--- config.mk ---
export PLATFORM = sky130hd
export DESIGN_NAME = lzwe_ram
export DESIGN_NICKNAME = d
export VERILOG_FILES = /design/src/hdl/lzwe_ram.sv
export SDC_FILE = /design/constraint.sdc
export NUM_CORES = 2
export LEC_CHECK = 0
export BUFFER_PORTS_ARGS = -buffer_cell sky130_fd_sc_hd__buf_2
export CAP_MARGIN = 20
export CELL_PAD_IN_SITES_DETAIL_PLACEMENT = 2
export CELL_PAD_IN_SITES_GLOBAL_PLACEMENT = 2
export CORE_UTILIZATION = 45
export DETAILED_ROUTE_END_ITERATION = 7
export PLACE_DENSITY = 0.74
export SLEW_MARGIN = 20
export SYNTH_ARGS = -nofsm -noshare
export SYNTH_HDL_FRONTEND = slang
export SYNTH_SLANG_ARGS = --single-unit
export TNS_END_PERCENT = 30
--- constraint.sdc ---
create_clock -name clk -period 2.9 [get_ports clk]
set_clock_uncertainty 0.15 [all_clocks]
set_input_delay 0.58 -clock clk [delete_from_list [all_inputs] [get_ports clk]]
set_output_delay 0.58 -clock clk [all_outputs]
set_load 0.1 [all_outputs]
--- src/hdl/lzwe_ram.sv ---
// ----------------------------------------------------------------------------
// lzwe_ram
// Generic single-write, single-read RAM with registered read data.
// ----------------------------------------------------------------------------
module lzwe_ram #(
    parameter int WIDTH = 8,
    parameter int DEPTH = 256
) (
    input  logic                     clk,
    input  logic                     we,
    input  logic [$clog2(DEPTH)-1:0] waddr,
    input  logic [WIDTH-1:0]         wdata,
    input  logic                     re,
    input  logic [$clog2(DEPTH)-1:0] raddr,
    output logic [WIDTH-1:0]         rdata
);

    logic [WIDTH-1:0] mem [DEPTH];

    // write port
    always_ff @(posedge clk)
    begin
        if (we)
        begin
            mem[waddr] <= wdata;
        end
    end

    // registered read port, held when not enabled
    always_ff @(posedge clk)
    begin
        if (re)
        begin
            rdata <= mem[raddr];
        end
    end

endmodule

# After elaboration in Yosys (flattened, before gate mapping)
# Memory sizes are Yosys's and may differ from the RTL's. A register that Yosys moved wholly into a read port is not among the register bits.
# Cells that the tools add are included.
# totals
ff_bits	0
in_bits	27
ram_bits	2048
mem_count	1
out_inout_bits	8
# op_classes
n_mux	2
# mem_list
name	depth	word_bits	read_ports	rd_ports_with_merged_regs	wr	line_no	text
mem	256	8	1	1	1	18	logic [WIDTH-1:0] mem [DEPTH];
# ops
op	count
1-bit 2-to-1 mux	2

# Logic depth before layout (Yosys ltp)
# logic_depth
depth_word	2
ltp_mapped	11

# Worst setup path before layout
# Ideal clock, no wire load.
# synth_timing
path_kind	input port to flip-flop
startpoint	in raddr[0]
endpoint	reg rdata[2] (read register of mem) (data pin)
stages	9
t_arrival_ns	2.387
setup_ns	0.269
n_path_buf	4
slack_ns	0.094
t_required_ns	2.481
cell_sequence	buf_6 buf_12 buf_8 buf_2 mux4_2 a22oi_1 a21oi_1 nor4_1 nor4_2
# synth_rtl
element	line_no	text
from (decl)	14	input logic [$clog2(DEPTH)-1:0] raddr,
to (decl)	15	output logic [WIDTH-1:0] rdata

==> run metrics <==
setup TNS=-0.159 ns; P_int=48700 uW; Most Frequent Cell on Critical Path=buf_4; Die Y-Extent=423 um; GRT Max-Usage Layer=met2; number of synthesized flops with an enable pin=2056; Worst Setup Start Kind=input port; Primary FF master, synth=edfxtp_1; share of cells above drive strength 1=0.338; Ys Warns=0; largest cells by area after synthesis=edfxtp_1 78%, mux4_2 13%, mux2i_1 1.7%, nor2_1 1.3%, a22oi_1 1.3%; Crit-path slowest cell=a2111oi_1; clock-pin slew on the worst setup and hold paths=0.07 ns; # nets final=4556; post-synth net total=3760; violations in the final reports=setup timing; CTS sink count=2056; Setup WS post-layout=-0.0637 ns; GRT met2 Usage=0.563; post-synth top area cell=edfxtp_1; Synth cell types=54; total power=63700 uW; Root Buffer=clkbuf_16; Remaining DRCs=0; Pins Over Slew Limit=0; Logic pwr share=0.064; initial antenna violation count=19; pin count of the biggest net entering global routing=81; core area=176000 um^2; DR vias=45700; syn avg cell area=21.3 um^2; final hold vios=0; Flop pwr share=0.515; vias in the first global route=49000; Iter 0 DRT Violations=5868; top-area cell type share of the netlist area=0.775; final setup fails=4; Crit Path Max Fanout=22; IO buf count=34; Routed WL=295 mm; Seq/Total Area, Yosys=0.775; max_slew headroom=0.388; largest stage delay on the critical path=0.73 ns; NetSw=15000 uW; GR Util met3=0.0524; CP arrival=3.43 ns; max cap viols=0; worst hold path type=in -> reg; HPWL after DPL=182 mm; Setup CP Type=in -> reg; IR drop worst, VDD=0.789 mV; #FFs+latches synth=2056; Clock Path Buffers=3; clk_lat worst skew=0.87 ns; Worst Setup End Kind=register; CTS Buf Count=209; first-pass GRT wire length=410 mm; Worst-Margin Slew=0.916 ns; Post-DRT Antenna Nets=0; status=complete, but fails checks; Hold Worst Slack=0.0296 ns; Final period util=1.02; most common cell after layout, fill and taps aside=edfxtp_1; Power Dens Cells=670 nW/um^2; FFs w/ async S/R, synth=0; GR Layer Usage met1=0.414; Required @ worst endpoint=3.37 ns; Syn-to-layout area delta=19.4%; Clk pwr share=0.421; wire length per cell=41.9 um; Total Routing Usage GR=0.331; Pleak=0.0310 uW; CTS H-tree depth=4; die area=179000 um^2; CTS tree=done; Switching Share=0.236; crit path cell chain=buf_12 > buf_4 > buf_4 > mux4_2 > o21ai_0 > a2111oi_1 > nor3_2 > buf_4 > nor4_1; CP bufs+invs=4; Max Freq=0.337 GHz; gpl congestion=0.842; fillcell total=14700; GRT Residual Overflow=0; min cycle time layout=2.96 ns; row count=154; commonest non-fill, non-tap cells in the layout=2056 x edfxtp_1, 695 x buf_4, 454 x mux4_2, 279 x nor2_1, 211 x clkbuf_16; # IOs=35; starting density of the core=0.453; chip width=423 um; Synth Instances=3733; 1st-pass router iterations=6; RSZ-0062 raised after global routing=yes; vias per cell=6.49; critical path's top delay family=buffers and inverters; cell area after synthesis=79600 um^2
## Yosys cell counts (24+ instances only)
cell type,n
edfxtp_1,2056
a22oi_1,133
o22ai_1,28
mux4_2,454
nand3_1,34
mux2i_1,134
buf_2,31
clkbuf_1,111
nand2_1,33
nor2b_1,31
a21oi_1,96
buf_4,27
o221ai_1,46
nor2_1,282
nor4_1,24
## layout make-up
| cell class | count | area (um^2) | area share |
|---|---|---|---|
| Antenna cell | 5 | 12.5 | 0.000132 |
| Clock buffer | 259 | 5460 | 0.0574 |
| Clock inverter | 126 | 1050 | 0.0110 |
| Inverter | 2 | 7.51 | 0.0000789 |
| Multi-Input combinational cell | 1442 | 16600 | 0.175 |
| Sequential cell | 2056 | 61700 | 0.649 |
| Tap cell | 2340 | 2930 | 0.0308 |
| Timing Repair Buffer | 818 | 7280 | 0.0766 |
## path summary, 6_finish.rpt
path | start | end | slack (ns) | cells after the start
worst max register to register | mem[82][3] | rdata[3] | -0.02 | 8
worst min-delay path | wdata[7] | mem[75][7] | 0.03 | 1
worst max-delay path | raddr[0] | rdata[1] | -0.06 | 9
worst min register to register | mem[60][0] | rdata[0] | 1.27 | 7
## routing by layer
layer,wire (um),part of all wire,vias up
met1,107000,0.36,24800
met2,149000,0.50,2868
met4,16300,0.055,10
met5,68,0.00023,-
li1,-,-,17300
met3,23000,0.078,742
## power groups by stage
stage,Clock [uW],Combinational (uW),Sequential [uW]
2_1_floorplan,0,1590,33500
3_3_place_gp,0,3610,33400
3_5_place_dp,0,3870,33500
4_1_cts,27100,4000,32800
5_1_grt,27900,4130,32800
6_report,26900,4060,32800
## stage by stage
step	area, um^2	instances	util	setup WS, ns
floorplan	79600	3733	-	0.0939
global placement	88400	6655	0.503	-1.11
detailed placement	88400	6655	0.503	-1.28
global route	95100	7047	0.541	-0.0642
finish	95100	7048	0.541	-0.0637
CTS	95000	7043	0.540	-0.0599
## cells by family (layout without fill, tap and decap cells)
family                 count (synthesis)  after routing  synth area share
DFF                                 2056           2056             0.775
muxes                                591            591             0.146
and+or+nand+nor                      466            466            0.0263
AOI/OAI and AO/OA                    385            385            0.0342
buffers and inverters                235           1205            0.0183
other                                  0              5                 0
## flip-flops by register name, indices dropped and copies added (netlist names)
signal and count:
rdata 8, mem 2048
## timing repair
| item | 4_1_cts | 5_1_grt |
|---|---|---|
| resized for setup | 17 | 7 |
| endpoints found under the setup margin | 8 | 5 |
| hold buffers | 3 | 0 |
| buffers inserted | 0 | 0 |
| endpoints found under the hold margin | 58 | 0 |
No activity file was read; power rests on OpenSTA's default activity.
