`src/hdl/lzwe_pkg.sv`:
```
// ----------------------------------------------------------------------------
// lzwe_pkg
// Shared constants, result type and helper function of the LZW byte-stream
// encoder.
// ----------------------------------------------------------------------------
package lzwe_pkg;

    // field widths
    localparam int BYTE_W  = 8;
    localparam int CODE_W  = 12;
    localparam int BITS_W  = 4;
    localparam int LIMIT_W = 13;

    // dictionary geometry
    localparam int DICT_ENTRIES = 4096;
    localparam int ALPHABET     = 256;
    localparam int IDX_W        = $clog2(DICT_ENTRIES);
    localparam int ADDR_W       = IDX_W + BYTE_W;
    localparam int TABLE_DEPTH  = DICT_ENTRIES * ALPHABET;
    localparam int WORD_W       = CODE_W + 1;

    // reset values
    localparam logic [LIMIT_W-1:0] LIMIT_RESET   = LIMIT_W'(DICT_ENTRIES);
    localparam logic [LIMIT_W-1:0] ENTRIES_RESET = LIMIT_W'(ALPHABET);
    localparam logic [LIMIT_W-1:0] ENTRIES_MAX   = LIMIT_W'(DICT_ENTRIES);

    // result queue
    localparam int FIFO_DEPTH = 4;
    localparam int FIFO_PTR_W = $clog2(FIFO_DEPTH);
    localparam int FIFO_CNT_W = FIFO_PTR_W + 1;

    typedef struct packed {
        logic [CODE_W-1:0] code;
        logic [BITS_W-1:0] code_bits;
        logic              final_res;
    } res_t;

    // ceil(log2(d)): number of bits needed to hold d-1
    function automatic logic [BITS_W-1:0] width_of(input logic [LIMIT_W-1:0] d);
        logic [LIMIT_W-1:0] m;
        logic [BITS_W-1:0]  w;
        m = (d == '0) ? '0 : d - LIMIT_W'(1);
        w = '0;
        for (int b = 0; b < LIMIT_W; b++)
        begin
            if (m[b])
            begin
                w = BITS_W'(b + 1);
            end
        end
        return w;
    endfunction

endpackage

```
`src/hdl/lzwe_if.sv`:
```


interface lzwe_code_if;
    logic                        valid;
    logic                        ready;
    logic [lzwe_pkg::CODE_W-1:0] code;
    logic [lzwe_pkg::BITS_W-1:0] code_bits;
    logic                        final_res;

    modport source (output valid, output code, output code_bits, output final_res,
                    input ready);
    modport sink   (input valid, input code, input code_bits, input final_res,
                    output ready);
endinterface

```
`src/hdl/lzwe_res_fifo.sv`:
```
// ----------------------------------------------------------------------------
// lzwe_res_fifo
// Small result queue: takes up to two codes per cycle, sends one per request.
// ----------------------------------------------------------------------------
module lzwe_res_fifo (
    input  logic               clk,
    input  logic               rst_n,
    input  logic [1:0]         push_cnt,
    input  lzwe_pkg::res_t     push0,
    input  lzwe_pkg::res_t     push1,
    output logic               room2,
    lzwe_code_if.source        out
);

    lzwe_pkg::res_t                    slot_reg [lzwe_pkg::FIFO_DEPTH];
    logic [lzwe_pkg::FIFO_PTR_W-1:0]   wptr_reg, wptr_next;
    logic [lzwe_pkg::FIFO_PTR_W-1:0]   rptr_reg, rptr_next;
    logic [lzwe_pkg::FIFO_CNT_W-1:0]   count_reg, count_next;
    logic [lzwe_pkg::FIFO_PTR_W-1:0]   wptr_plus1;
    logic                              pop;

    assign pop        = out.valid && out.ready;
    assign wptr_plus1 = wptr_reg + lzwe_pkg::FIFO_PTR_W'(1);
    assign room2      = count_reg <= lzwe_pkg::FIFO_CNT_W'(lzwe_pkg::FIFO_DEPTH - 2);

    // drive the head of the queue
    assign out.valid     = count_reg != '0;
    assign out.code      = slot_reg[rptr_reg].code;
    assign out.code_bits = slot_reg[rptr_reg].code_bits;
    assign out.final_res = slot_reg[rptr_reg].final_res;

    // advance pointers and count
    always_comb
    begin
        wptr_next  = wptr_reg + lzwe_pkg::FIFO_PTR_W'(push_cnt);
        rptr_next  = pop ? rptr_reg + lzwe_pkg::FIFO_PTR_W'(1) : rptr_reg;
        count_next = count_reg + lzwe_pkg::FIFO_CNT_W'(push_cnt)
                     - lzwe_pkg::FIFO_CNT_W'(pop);
    end

    always_ff @(posedge clk or negedge rst_n)
    begin
        if (!rst_n)
        begin
            wptr_reg  <= '0;
            rptr_reg  <= '0;
            count_reg <= '0;
        end
        else
        begin
            wptr_reg  <= wptr_next;
            rptr_reg  <= rptr_next;
            count_reg <= count_next;
        end
    end

    // store pushed results
    always_ff @(posedge clk)
    begin
        if (push_cnt != 2'd0)
        begin
            slot_reg[wptr_reg] <= push0;
        end
        if (push_cnt == 2'd2)
        begin
            slot_reg[wptr_plus1] <= push1;
        end
    end

endmodule

```
`src/flat_wrapper.sv`:
```
// flat-port wrapper written by rule: the top's interface ports become plain ports
module lzwe_res_fifo_flat 
  (clk, rst_n, push_cnt, push0, push1, room2, out_valid, out_code, out_code_bits, out_final_res, out_ready);
  lzwe_code_if out_i ();
  input  logic clk;
  input  logic rst_n;
  input  logic [1:0] push_cnt;
  input  lzwe_pkg::res_t push0;
  input  lzwe_pkg::res_t push1;
  output logic room2;
  output wire logic [$bits(out_i.valid)-1:0] out_valid;
  output wire logic [$bits(out_i.code)-1:0] out_code;
  output wire logic [$bits(out_i.code_bits)-1:0] out_code_bits;
  output wire logic [$bits(out_i.final_res)-1:0] out_final_res;
  input wire logic [$bits(out_i.ready)-1:0] out_ready;
  assign out_valid = out_i.valid;
  assign out_code = out_i.code;
  assign out_code_bits = out_i.code_bits;
  assign out_final_res = out_i.final_res;
  assign out_i.ready = out_ready;
  lzwe_res_fifo u_core (.clk(clk), .rst_n(rst_n), .push_cnt(push_cnt), .push0(push0), .push1(push1), .room2(room2), .out(out_i));
endmodule
```
`config.mk`:
```
export PLATFORM = sky130hd
export DESIGN_NAME = lzwe_res_fifo_flat
export DESIGN_NICKNAME = d
export VERILOG_FILES = /design/src/hdl/lzwe_pkg.sv /design/src/hdl/lzwe_if.sv /design/src/hdl/lzwe_res_fifo.sv /design/src/flat_wrapper.sv
export SDC_FILE = /design/constraint.sdc
export NUM_CORES = 1
export LEC_CHECK = 0
export BUFFER_PORTS_ARGS = -buffer_cell sky130_fd_sc_hd__buf_2
export CAP_MARGIN = 10
export CORE_MARGIN = 2
export CORE_UTILIZATION = 45
export CTS_CLUSTER_SIZE = 25
export DETAILED_ROUTE_END_ITERATION = 10
export HOLD_SLACK_MARGIN = 0.1
export PLACE_DENSITY = 0.73
export SLEW_MARGIN = 10
export SYNTH_ARGS = -nofsm -noshare
export SYNTH_HDL_FRONTEND = slang
export SYNTH_SLANG_ARGS = --single-unit
```
`constraint.sdc`:
```
create_clock -name clk -period 3.7 [get_ports clk]
set_clock_uncertainty 0.15 [all_clocks]
set_input_delay 0.37 -clock clk [delete_from_list [all_inputs] [get_ports clk]]
set_output_delay 0.37 -clock clk [all_outputs]
set_load 0.01 [all_outputs]
```
After elaboration in Yosys (flattened, before gate mapping)
Memory sizes are Yosys's and may differ from the RTL's. Index checks and enable logic that the tools add are counted. W data, S select, Z words.

Output and inout bits: 19. Word-level logic and storage cells: 18. Bits in read-only memories: 0. Memories kept: 1. Bits in writable memories: 68. Flip-flop bits (word level): 7. Bits in latches: 0. Input port bits: 39.

Memory list: u_core.slot_reg (words 4, bits a word 17, read ports 1, clocked after Yosys merged registers in 0, write ports 2, line lzwe_res_fifo.sv:15) `lzwe_pkg::res_t slot_reg [lzwe_pkg::FIFO_DEPTH];`.

Add/sub/neg operators: 5. Order comparisons: 1. Multiply operators: 0. Muxes and demuxes: 4. Shift operators: 0. Divide/modulo/power cells: 0. Bitwise logic cells: 0. Equal/unequal tests: 1. Reductions and logical operators: 3.

Operators by type and width (count): $add A2 B1 Y2 const B (2); $mux W1 (4); $add A3 B2 Y3 (1); $le A3 B2 Y1 const B (1); $reduce_bool A3 Y1 (1); $sub A3 B1 Y3 (1); $add A2 B2 Y2 (1); $eq A2 B2 Y1 const B (1); $reduce_bool A2 Y1 (1); $logic_and A1 B1 Y1 (1).

Longest topological paths before layout
Gate-level depths: netlist of the first run.

Depth after elaboration: 3. Mapped depth: 8. Gate-level depth less buffers: 8.

Least setup slack after synthesis of the first run
OpenSTA, ideal clock, no wires.

Kind: input-to-reg. Start: in push_cnt[1]. End: mem u_core.slot_reg[0][0] (netlist name), enable pin. Required time: 3098 ps. Path buffers: 1. Setup time: 452 ps. Arrival: 2706 ps. Stages: 3. Setup slack: 391 ps. Path through: buf_2 -> inv_1 -> o311ai_0.

RTL lines: start: declaration (line flat_wrapper.sv:7) `input logic [1:0] push_cnt;`; end: declaration (line lzwe_res_fifo.sv:15).

Worst setup path after layout of the first run
Start: reg u_core.rptr_reg[0] (netlist name). End: out out_code_bits[1].

Word-level cells in the longest chain between the ends: 1.

RTL lines: start: declaration (line lzwe_res_fifo.sv:17) `logic [lzwe_pkg::FIFO_PTR_W-1:0] rptr_reg, rptr_next;`; start signal: assignment (line lzwe_res_fifo.sv:52) `rptr_reg <= rptr_next;`; $mem_v2 Z4 W17; end: declaration (line flat_wrapper.sv:13) `output wire logic [$bits(out_i.code_bits)-1:0] out_code_bits;`.

No other way between the ends.

==> results of run 1 <==
worst paths after layout:
check / from / end / slack [ps] / cells after the start
max: u_core.rptr_reg[0] / out_code_bits[1] / 1040 / 3
min: push_cnt[1] / u_core.wptr_reg[1] / 180 / 2
max reg2reg: u_core.wptr_reg[1] / u_core.slot_reg[2][15] / 1300 / 3
min reg2reg: u_core.count_reg[2] / u_core.count_reg[2] / 390 / 1
max in group asynchronous: rst_n / u_core.rptr_reg[1] / 3000 / 2
min in group asynchronous: rst_n / u_core.wptr_reg[0] / 240 / 2
cells in the final DEF (no fill, tap or decap), drive strengths merged:
cell type and instances:
a21oi 1, a311o 1, and3b 1, and4bb 2
buf 62, clkbuf 10, clkinv 4, clkinvlp 2
dfrtp 7, dlygate4sd3 1, edfxtp 68, fa 1
ha 4, inv 7, mux2 68, mux2i 1
mux4 17, nand4b 1, nor2 1, nor2b 1
nor4b 1, o311ai 2, o31a 1, or3 1
or3b 1, xnor2 4, xor2 2
metrics by stage:
stage	setup WS [ps]	cell area, µm²	total power (W)	hold WS (ps)
2_1_floorplan	391.4	3802	0.002250	-75.59
4_1_cts	998.2	4338	0.003150	170.8
3_5_place_dp	1284	4168	0.002631	66.77
6_report	1036	4338	0.003113	176.3
5_1_grt	871.3	4338	0.003303	196.5
3_3_place_gp	1278	4168	0.002604	61.17
kinds of logic (layout without fill, tap and decap cells):
| group | Yosys count | after routing | synth area share |
|---|---|---|---|
| multiplexers | 86 | 86 | 0.3146 |
| flip-flops | 75 | 75 | 0.5831 |
| buffers and inverters | 20 | 86 | 0.03356 |
| AND/OR/NAND/NOR | 9 | 9 | 0.02567 |
| XOR/XNOR | 6 | 6 | 0.01382 |
| adder cells (fa/ha/maj) | 5 | 5 | 0.01843 |
| AO/OA/AOI/OAI | 5 | 5 | 0.01086 |
report_power, final:
part	leakage (nW)	internal [W]	switching, W
registers	0.722	0.00128	0.000195
clock network	0.0771	0.000237	0.000295
logic	0.803	0.000578	0.000524
total	1.60	0.00210	0.00101
layer usage:
layer / track usage / routed length, µm / up-vias
met1: 0.2184 / 2990 / 1025
met4: 0.07500 / 141 / 0
li1: - / - / 952
met3: 0.03994 / 354 / 13
met5: 0 / 0 / -
met2: 0.2786 / 3636 / 56
area by class of cell:
cell class	instances	area, µm²	share of cell area
Clock buffer	10	127.6	0.02942
Timing Repair Buffer	63	332.8	0.07672
Inverter	7	26.28	0.006057
Multi-Input combinational cell	111	1470	0.3389
Clock inverter	6	32.53	0.007499
Tap cell	105	131.4	0.03029
Sequential cell	75	2217	0.5111
critical path: stages (launching register included):
cell	delay, ps
dfrtp_1	840
buf_4	290
mux4_2	520
buf_2	160
==> flow_summary.json, run 1 <==
{
  "grt-ovfl-total": 0,
  "drtPass1Iterations": 4,
  "clk_pin_slew_ps": 70,
  "die_y_um": 95.92,
  "power-per-cell-area_nw_per_um2": 717.7,
  "htreeDepth": 3,
  "hold_path.class": "in2reg",
  "antenna_cells": 0,
  "tightest_slew_ps": 1087,
  "nets": 311,
  "dp_hpwl_mm": 4.566,
  "arrival_ps": 2140,
  "cts.sinks": 75,
  "initial_utilization": 0.4628,
  "synth_area_per_cell_um2": 18.46,
  "cts_buffer_depth": 2,
  "avgRoutedWirePerCell_um": 18.89,
  "path_max_fanout": 12,
  "viasPerCell": 5.427,
  "syn_nets": 250,
  "cts-root-buf": "clkbuf_8",
  "slew_viol_final": 0,
  "drt-initial-drc-count": 148,
  "numCtsBuffers": 9,
  "drive_gt1_frac": 0.6103,
  "drc": 0,
  "post_cts_buffers": 0,
  "synthArstFlopShare": 0.09333,
  "synth_seq_cells": 75,
  "hold_buffers": 1,
  "start_kind": "flip-flop",
  "hold_viol_final": 0,
  "routed_wl_mm": 7.122,
  "yosysMostFrequentCell": "edfxtp_1",
  "rows": 33,
  "peakVddDrop_uv": 487.1,
  "yosysWarnings": 0,
  "synthTopCellsByCount": "edfxtp_1 (68), mux2_2 (58), mux4_2 (17), mux2_4 (10)",
  "period_share": 0.7200,
  "leakagePower_nw": 1.602,
  "max-slew-margin-rel": 0.2723,
  "yosysUniqueCellTypes": 28,
  "dp.cells": 360,
  "coreArea_um2": 8217,
  "netlist_area_um2": 3802,
  "outcome": "finished, final reports clean",
  "grt_pass1_wl_mm": 11.16,
  "grt_util_all_layers": 0.1707,
  "synth_cells": 206,
  "area_delta_synth_final_pct": 14.08,
  "grt_setup_unrepaired": "no",
  "die_w_um": 95.92,
  "dieArea_um2": 9201,
  "final_cells": 377,
  "timing.final.crit_period_ps": 2664,
  "synth_edf_count": 68,
  "grt_max_degree": 19,
  "drv_cap": 0,
  "tritoncts": "built",
  "clk_latency_ps": 330,
  "ant_nets": 0,
  "largest_reg_flops": 68,
  "fin_tns_setup_ps": 0,
  "fin_util": 0.5279,
  "port_buffers": 57,
  "synth_top_cell_area_share": 0.5370,
  "io_pins": 58,
  "num_vias": 2046,
  "crit_path_end_kind": "output port",
  "crit_type": "reg2out",
  "synthTopCellsByArea": "edfxtp_1 (54%), mux2_2 (17%), mux4_2 (10%), dfrtp_1 (4.6%), mux2_4 (3.9%)",
  "required_ps": 3180,
  "seq_area_frac_synth": 0.5831,
  "setup-violations-final": 0,
  "grt_pass1_vias": 2168,
  "antenna_found_initial": 0,
  "fillers": 672,
  "yosysTopAreaCell": "edfxtp_1",
  "gp_congestion": 0.7625,
  "synth-main-ff-cell": "edfxtp_1",
  "ctsResizeCount": 0,
  "max_freq_mhz": 375.4
}
Note: power is estimated with default switching activity, not from simulation.
==> run 2: changes to the inputs <==
Clock period 3.7 ns to 2.5 ns, I/O delays scaled along.
==> run 2 against run 1 <==
  * Wire length increased by 10%
  * Setup slack got worse by 940 ps
  * Sequential share of layout area decreased by 6.5 points
  * Critical path type is now reg2reg
  * Highest routed layer unchanged
==> flow_summary.json, run 2 (synthesis gave the netlist of run 1 again) <==
{
  "outcome": "finished, final reports clean",
  "routed_wl_mm": 7.861,
  "grt_util_all_layers": 0.1843,
  "dp_hpwl_mm": 4.742,
  "grt_pass1_wl_mm": 12.06,
  "worst_slack_ps": 97.58,
  "drive_gt1_frac": 0.5421,
  "seq_area_um2": 2218,
  "crit_path_end_kind": "flip-flop",
  "slew_viol_final": 0,
  "clk_pin_slew_ps": 80,
  "final_common_cell": "edfxtp_1",
  "drtPass1Iterations": 4,
  "largest_reg_flops": 68,
  "cts.sinks": 75,
  "path_max_fanout": 14,
  "place_ws_ps": 300.1,
  "grt_max_degree": 18,
  "period_share": 0.9610,
  "p_switching_w": 0.001581,
  "gp_congestion": 0.7331,
  "clk_latency_ps": 350,
  "antenna_found_initial": 0,
  "dieArea_um2": 9201,
  "area_delta_synth_final_pct": 30.63,
  "fin_tns_setup_ps": 0,
  "grt_setup_unrepaired": "no",
  "ant_nets": 0,
  "switching_share": 0.3030,
  "numCtsBuffers": 9,
  "cts-root-buf": "clkbuf_8",
  "tightest_slew_ps": 1090,
  "holdWs_ps": 106.3,
  "max-slew-margin-rel": 0.2716,
  "start_kind": "flip-flop",
  "layout_common_cells": "edfxtp_1 (68), mux2_2 (58), buf_2 (57)",
  "p_seq_frac": 0.406,
  "tritoncts": "built",
  "multi_input_area_um2": 1480,
  "hold_viol_final": 0,
  "initial_utilization": 0.4628,
  "timing.final.crit_period_ps": 2402,
  "drc": 0,
  "coreArea_um2": 8217,
  "drv_cap": 0,
  "fin_util": 0.6045,
  "required_ps": 2450,
  "viasPerCell": 5.261,
  "htreeDepth": 3,
  "post_cts_buffers": 0,
  "nets": 361,
  "crit_type": "reg2reg",
  "grt_pass1_vias": 2378,
  "rows": 33,
  "antenna_cells": 0,
  "p_int_w": 0.003637,
  "leakagePower_nw": 1.881,
  "max_freq_mhz": 416.2,
  "die_y_um": 95.92,
  "die_w_um": 95.92,
  "drt-initial-drc-count": 167,
  "hold_path.class": "in2reg",
  "cts_buffer_depth": 2,
  "avgRoutedWirePerCell_um": 18.45,
  "port_buffers": 57,
  "num_vias": 2241,
  "setup-violations-final": 0,
  "power-per-cell-area_nw_per_um2": 1050,
  "clkPwrFrac": 0.234,
  "fillers": 606,
  "total_power_w": 0.005218,
  "arrival_ps": 2350,
  "peakVddDrop_uv": 636.3,
  "p_comb_frac": 0.360,
  "io_pins": 58,
  "grt-ovfl-total": 0
}
[run 2: area by class of cell]
| type | count | share of cell area |
|---|---|---|
| clock buffer | 9 | 0.02494 |
| clock inverter | 6 | 0.02771 |
| inverter | 7 | 0.005290 |
| multi-input combinational | 111 | 0.2980 |
| sequential | 75 | 0.4466 |
| tap | 105 | 0.02645 |
| timing repair buffer | 113 | 0.1710 |
[run 2: layer usage]
layer  global-route usage  wire [µm]
met3              0.02897        244
met2               0.3211       4205
met1               0.2229       3276
met4              0.09048        134
met5                    0          0
[run 2: final timing paths]
kind / from / endpoint / slack [ps] / cells after the start
max: u_core.wptr_reg[0] / u_core.slot_reg[1][15] / 100 / 4
min: out_ready / u_core.rptr_reg[1] / 110 / 3
max reg2reg: u_core.wptr_reg[0] / u_core.slot_reg[1][15] / 100 / 4
min reg2reg: u_core.count_reg[2] / u_core.count_reg[2] / 400 / 1
max in group asynchronous: rst_n / u_core.count_reg[1] / 760 / 4
min in group asynchronous: rst_n / u_core.wptr_reg[1] / 610 / 3
[run 2: worst max-delay path, stage by stage, from the launching register on]
cell and delay, ps:
dfrtp_1 520, nor4b_4 340, buf_6 260, mux2_4 320
dlygate4sd3_1 560
[run 2: timing repair]
item                                    CTS  global route
gates resized for setup                   0             2
endpoints found under the hold margin    71             1
hold buffers                             45             1
endpoints found under the setup margin    0             6
[run 2: through the flow]
step / std cells / instance area (µm²)
after floorplan: 206 / 3802
after global placement: 365 / 4240
after detailed placement: 365 / 4240
after CTS: 425 / 4952
after global routing: 426 / 4967
final: 426 / 4967
[run 2: power by group through the flow]
| stage | registers, W | clock network [W] | logic, W |
|---|---|---|---|
| finish | 0.00212 | 0.00122 | 0.00188 |
| floorplan | 0.00201 | 0 | 0.00132 |
| detailed placement | 0.00215 | 0 | 0.00183 |
| CTS | 0.00212 | 0.00124 | 0.00191 |
| global placement | 0.00213 | 0 | 0.00181 |
| global route | 0.00217 | 0.00129 | 0.00204 |
==> run 3: changes to the inputs <==
--- a/config.mk
+++ b/config.mk
@@ -13,5 +13,5 @@
 export DETAILED_ROUTE_END_ITERATION = 10
 export HOLD_SLACK_MARGIN = 0.1
-export PLACE_DENSITY = 0.73
+export PLACE_DENSITY = 0.66
 export SLEW_MARGIN = 10
 export SYNTH_ARGS = -nofsm -noshare
==> constraint.sdc (replaced) <==
create_clock -name clk -period 2.5 [get_ports clk]
set_clock_uncertainty 0.15 [all_clocks]
set_input_delay 0.375 -clock clk [delete_from_list [all_inputs] [get_ports clk]]
set_output_delay 0.375 -clock clk [all_outputs]
set_load 0.01 [all_outputs]
==> run 3 against run 2 <==
  * Sequential cell count unchanged
  * Sequential share of layout area increased by 5.3 points
  * Clock-buffer cell count unchanged
  * Final cell count decreased by 10%
  * Global-route usage decreased by 1.0 points
  * Wire length decreased by 8.1%
  * Register-to-register slack improved by 180 ps
  * Via count decreased by 10%
  * Largest power group unchanged
  * Highest routed layer unchanged
==> flow_summary.json, run 3 (synthesis gave the netlist of run 1 again) <==
{
  "numCtsBuffers": 9,
  "timing.final.crit_period_ps": 2324,
  "tightest_slew_ps": 1027,
  "nets": 316,
  "area_delta_synth_final_pct": 16.75,
  "grt_pass1_wl_mm": 11.24,
  "drt-initial-drc-count": 65,
  "cts-root-buf": "clkbuf_8",
  "gp_congestion": 0.7354,
  "antenna_cells": 0,
  "hold_viol_final": 0,
  "clk_latency_ps": 350,
  "ant_nets": 0,
  "grt_pass1_vias": 2074,
  "grt_setup_unrepaired": "no",
  "grt-ovfl-total": 0,
  "max_freq_mhz": 430.3,
  "hold_path.class": "in2reg",
  "cts_buffer_depth": 2,
  "arrival_ps": 1800,
  "fin_util": 0.5403,
  "power-per-cell-area_nw_per_um2": 1076,
  "crit_path_end_kind": "output port",
  "fin_tns_setup_ps": 0,
  "largest_reg_flops": 68,
  "port_buffers": 57,
  "layout_common_cells": "edfxtp_1 (68), mux2_2 (58), buf_2 (57)",
  "drtPass1Iterations": 4,
  "post_cts_buffers": 0,
  "io_pins": 58,
  "drc": 0,
  "p_seq_frac": 0.437,
  "p_switching_w": 0.001578,
  "grt_util_all_layers": 0.1738,
  "avgRoutedWirePerCell_um": 18.91,
  "required_ps": 1980,
  "tritoncts": "built",
  "p_comb_frac": 0.385,
  "die_w_um": 95.92,
  "switching_share": 0.3303,
  "die_y_um": 95.92,
  "p_int_w": 0.003199,
  "antenna_found_initial": 0,
  "dieArea_um2": 9201,
  "cts.sinks": 75,
  "min_from": "push_cnt[1]",
  "htreeDepth": 3,
  "rows": 33,
  "slew_viol_final": 0,
  "reg2reg_from": "u_core.count_reg[2]",
  "coreArea_um2": 8217,
  "outcome": "finished, final reports clean",
  "num_vias": 2016,
  "final_common_cell": "edfxtp_1",
  "period_share": 0.9295,
  "clk_pin_slew_ps": 80,
  "path_max_fanout": 15,
  "clkPwrFrac": 0.177,
  "drive_gt1_frac": 0.6245,
  "start_kind": "flip-flop",
  "grt_max_degree": 18,
  "initial_utilization": 0.4628,
  "crit_type": "reg2out",
  "max-slew-margin-rel": 0.3145,
  "dp_hpwl_mm": 4.812,
  "routed_wl_mm": 7.222,
  "viasPerCell": 5.277,
  "peakVddDrop_uv": 757.7,
  "drv_cap": 0,
  "fillers": 700,
  "setup-violations-final": 0,
  "crit_start": "u_core.rptr_reg[0]",
  "leakagePower_nw": 1.647
}
[run 3: cell count changes in the layout (fill, tap and decap cells not counted)]
cell / previous run / this run
inv_6: 1 / 2
clkinvlp_4: 0 / 3
dlygate4sd3_1: 46 / 1
buf_6: 1 / 0
bufinv_16: 4 / 0
dfrtp_2: 1 / 0
clkinv_1: 0 / 1
dfrtp_1: 6 / 7
buf_12: 2 / 3
[run 3: layout make-up]
| class | count | area (µm²) | area share |
|---|---|---|---|
| flip-flops and latches | 75 | 2217 | 0.4994 |
| inverters | 7 | 26.28 | 0.005919 |
| well taps | 105 | 131.4 | 0.02959 |
| repair buffers | 68 | 407.9 | 0.09188 |
| clock inverters | 7 | 52.55 | 0.01184 |
| clock buffers | 9 | 123.9 | 0.02790 |
| multi-input cells | 111 | 1480 | 0.3334 |
[run 3: power by group through the flow]
stage               registers, W  logic, W  clock network [W]
floorplan                0.00201   0.00132                  0
CTS                      0.00209   0.00189           0.000866
detailed placement       0.00213   0.00188                  0
finish                   0.00209   0.00184           0.000847
global route             0.00214   0.00201           0.000917
global placement         0.00211   0.00188                  0
[run 3: path summary, 6_finish.rpt]
check | end | depth (start not counted) | slack [ps]
min in group asynchronous | u_core.count_reg[2] | 2 | 230
setup / recovery | out_code[11] | 3 | 180
setup reg to reg | u_core.count_reg[2] | 8 | 280
hold reg to reg | u_core.count_reg[2] | 1 | 420
max in group asynchronous | u_core.wptr_reg[0] | 2 | 1810
hold / removal | u_core.wptr_reg[1] | 2 | 170
[run 3: stage by stage]
stage | std cells | hold slack (ps) | area [µm²] | total power [W] | worst slack [ps]
2_1_floorplan | 206 | -70.59 | 3810 | 0.003334 | 381.7
3_3_place_gp | 365 | 67.93 | 4253 | 0.003984 | 325.2
3_5_place_dp | 365 | 70.86 | 4253 | 0.004011 | 291.8
4_1_cts | 382 | 173.9 | 4439 | 0.004852 | 141.3
5_1_grt | 382 | 194.4 | 4439 | 0.005066 | 86.50
6_report | 382 | 173.7 | 4439 | 0.004777 | 176.2
[run 3: per-layer routing]
layer	GRT usage	share of wire
met5	0	0
met4	0.06548	0.024
met3	0.04620	0.038
met2	0.2931	0.53
met1	0.2153	0.41
[run 3: critical path, stage by stage (launching register included)]
cell and delay, ps:
dfrtp_1 520, buf_12 230, mux4_2 540, buf_2 160
[run 3: what timing repair did]
item / in CTS / in global routing
hold endpoints to repair: 7 / 0
setup endpoints to repair: 0 / 0
resized for setup: 0 / 0
hold buffers: 1 / 0
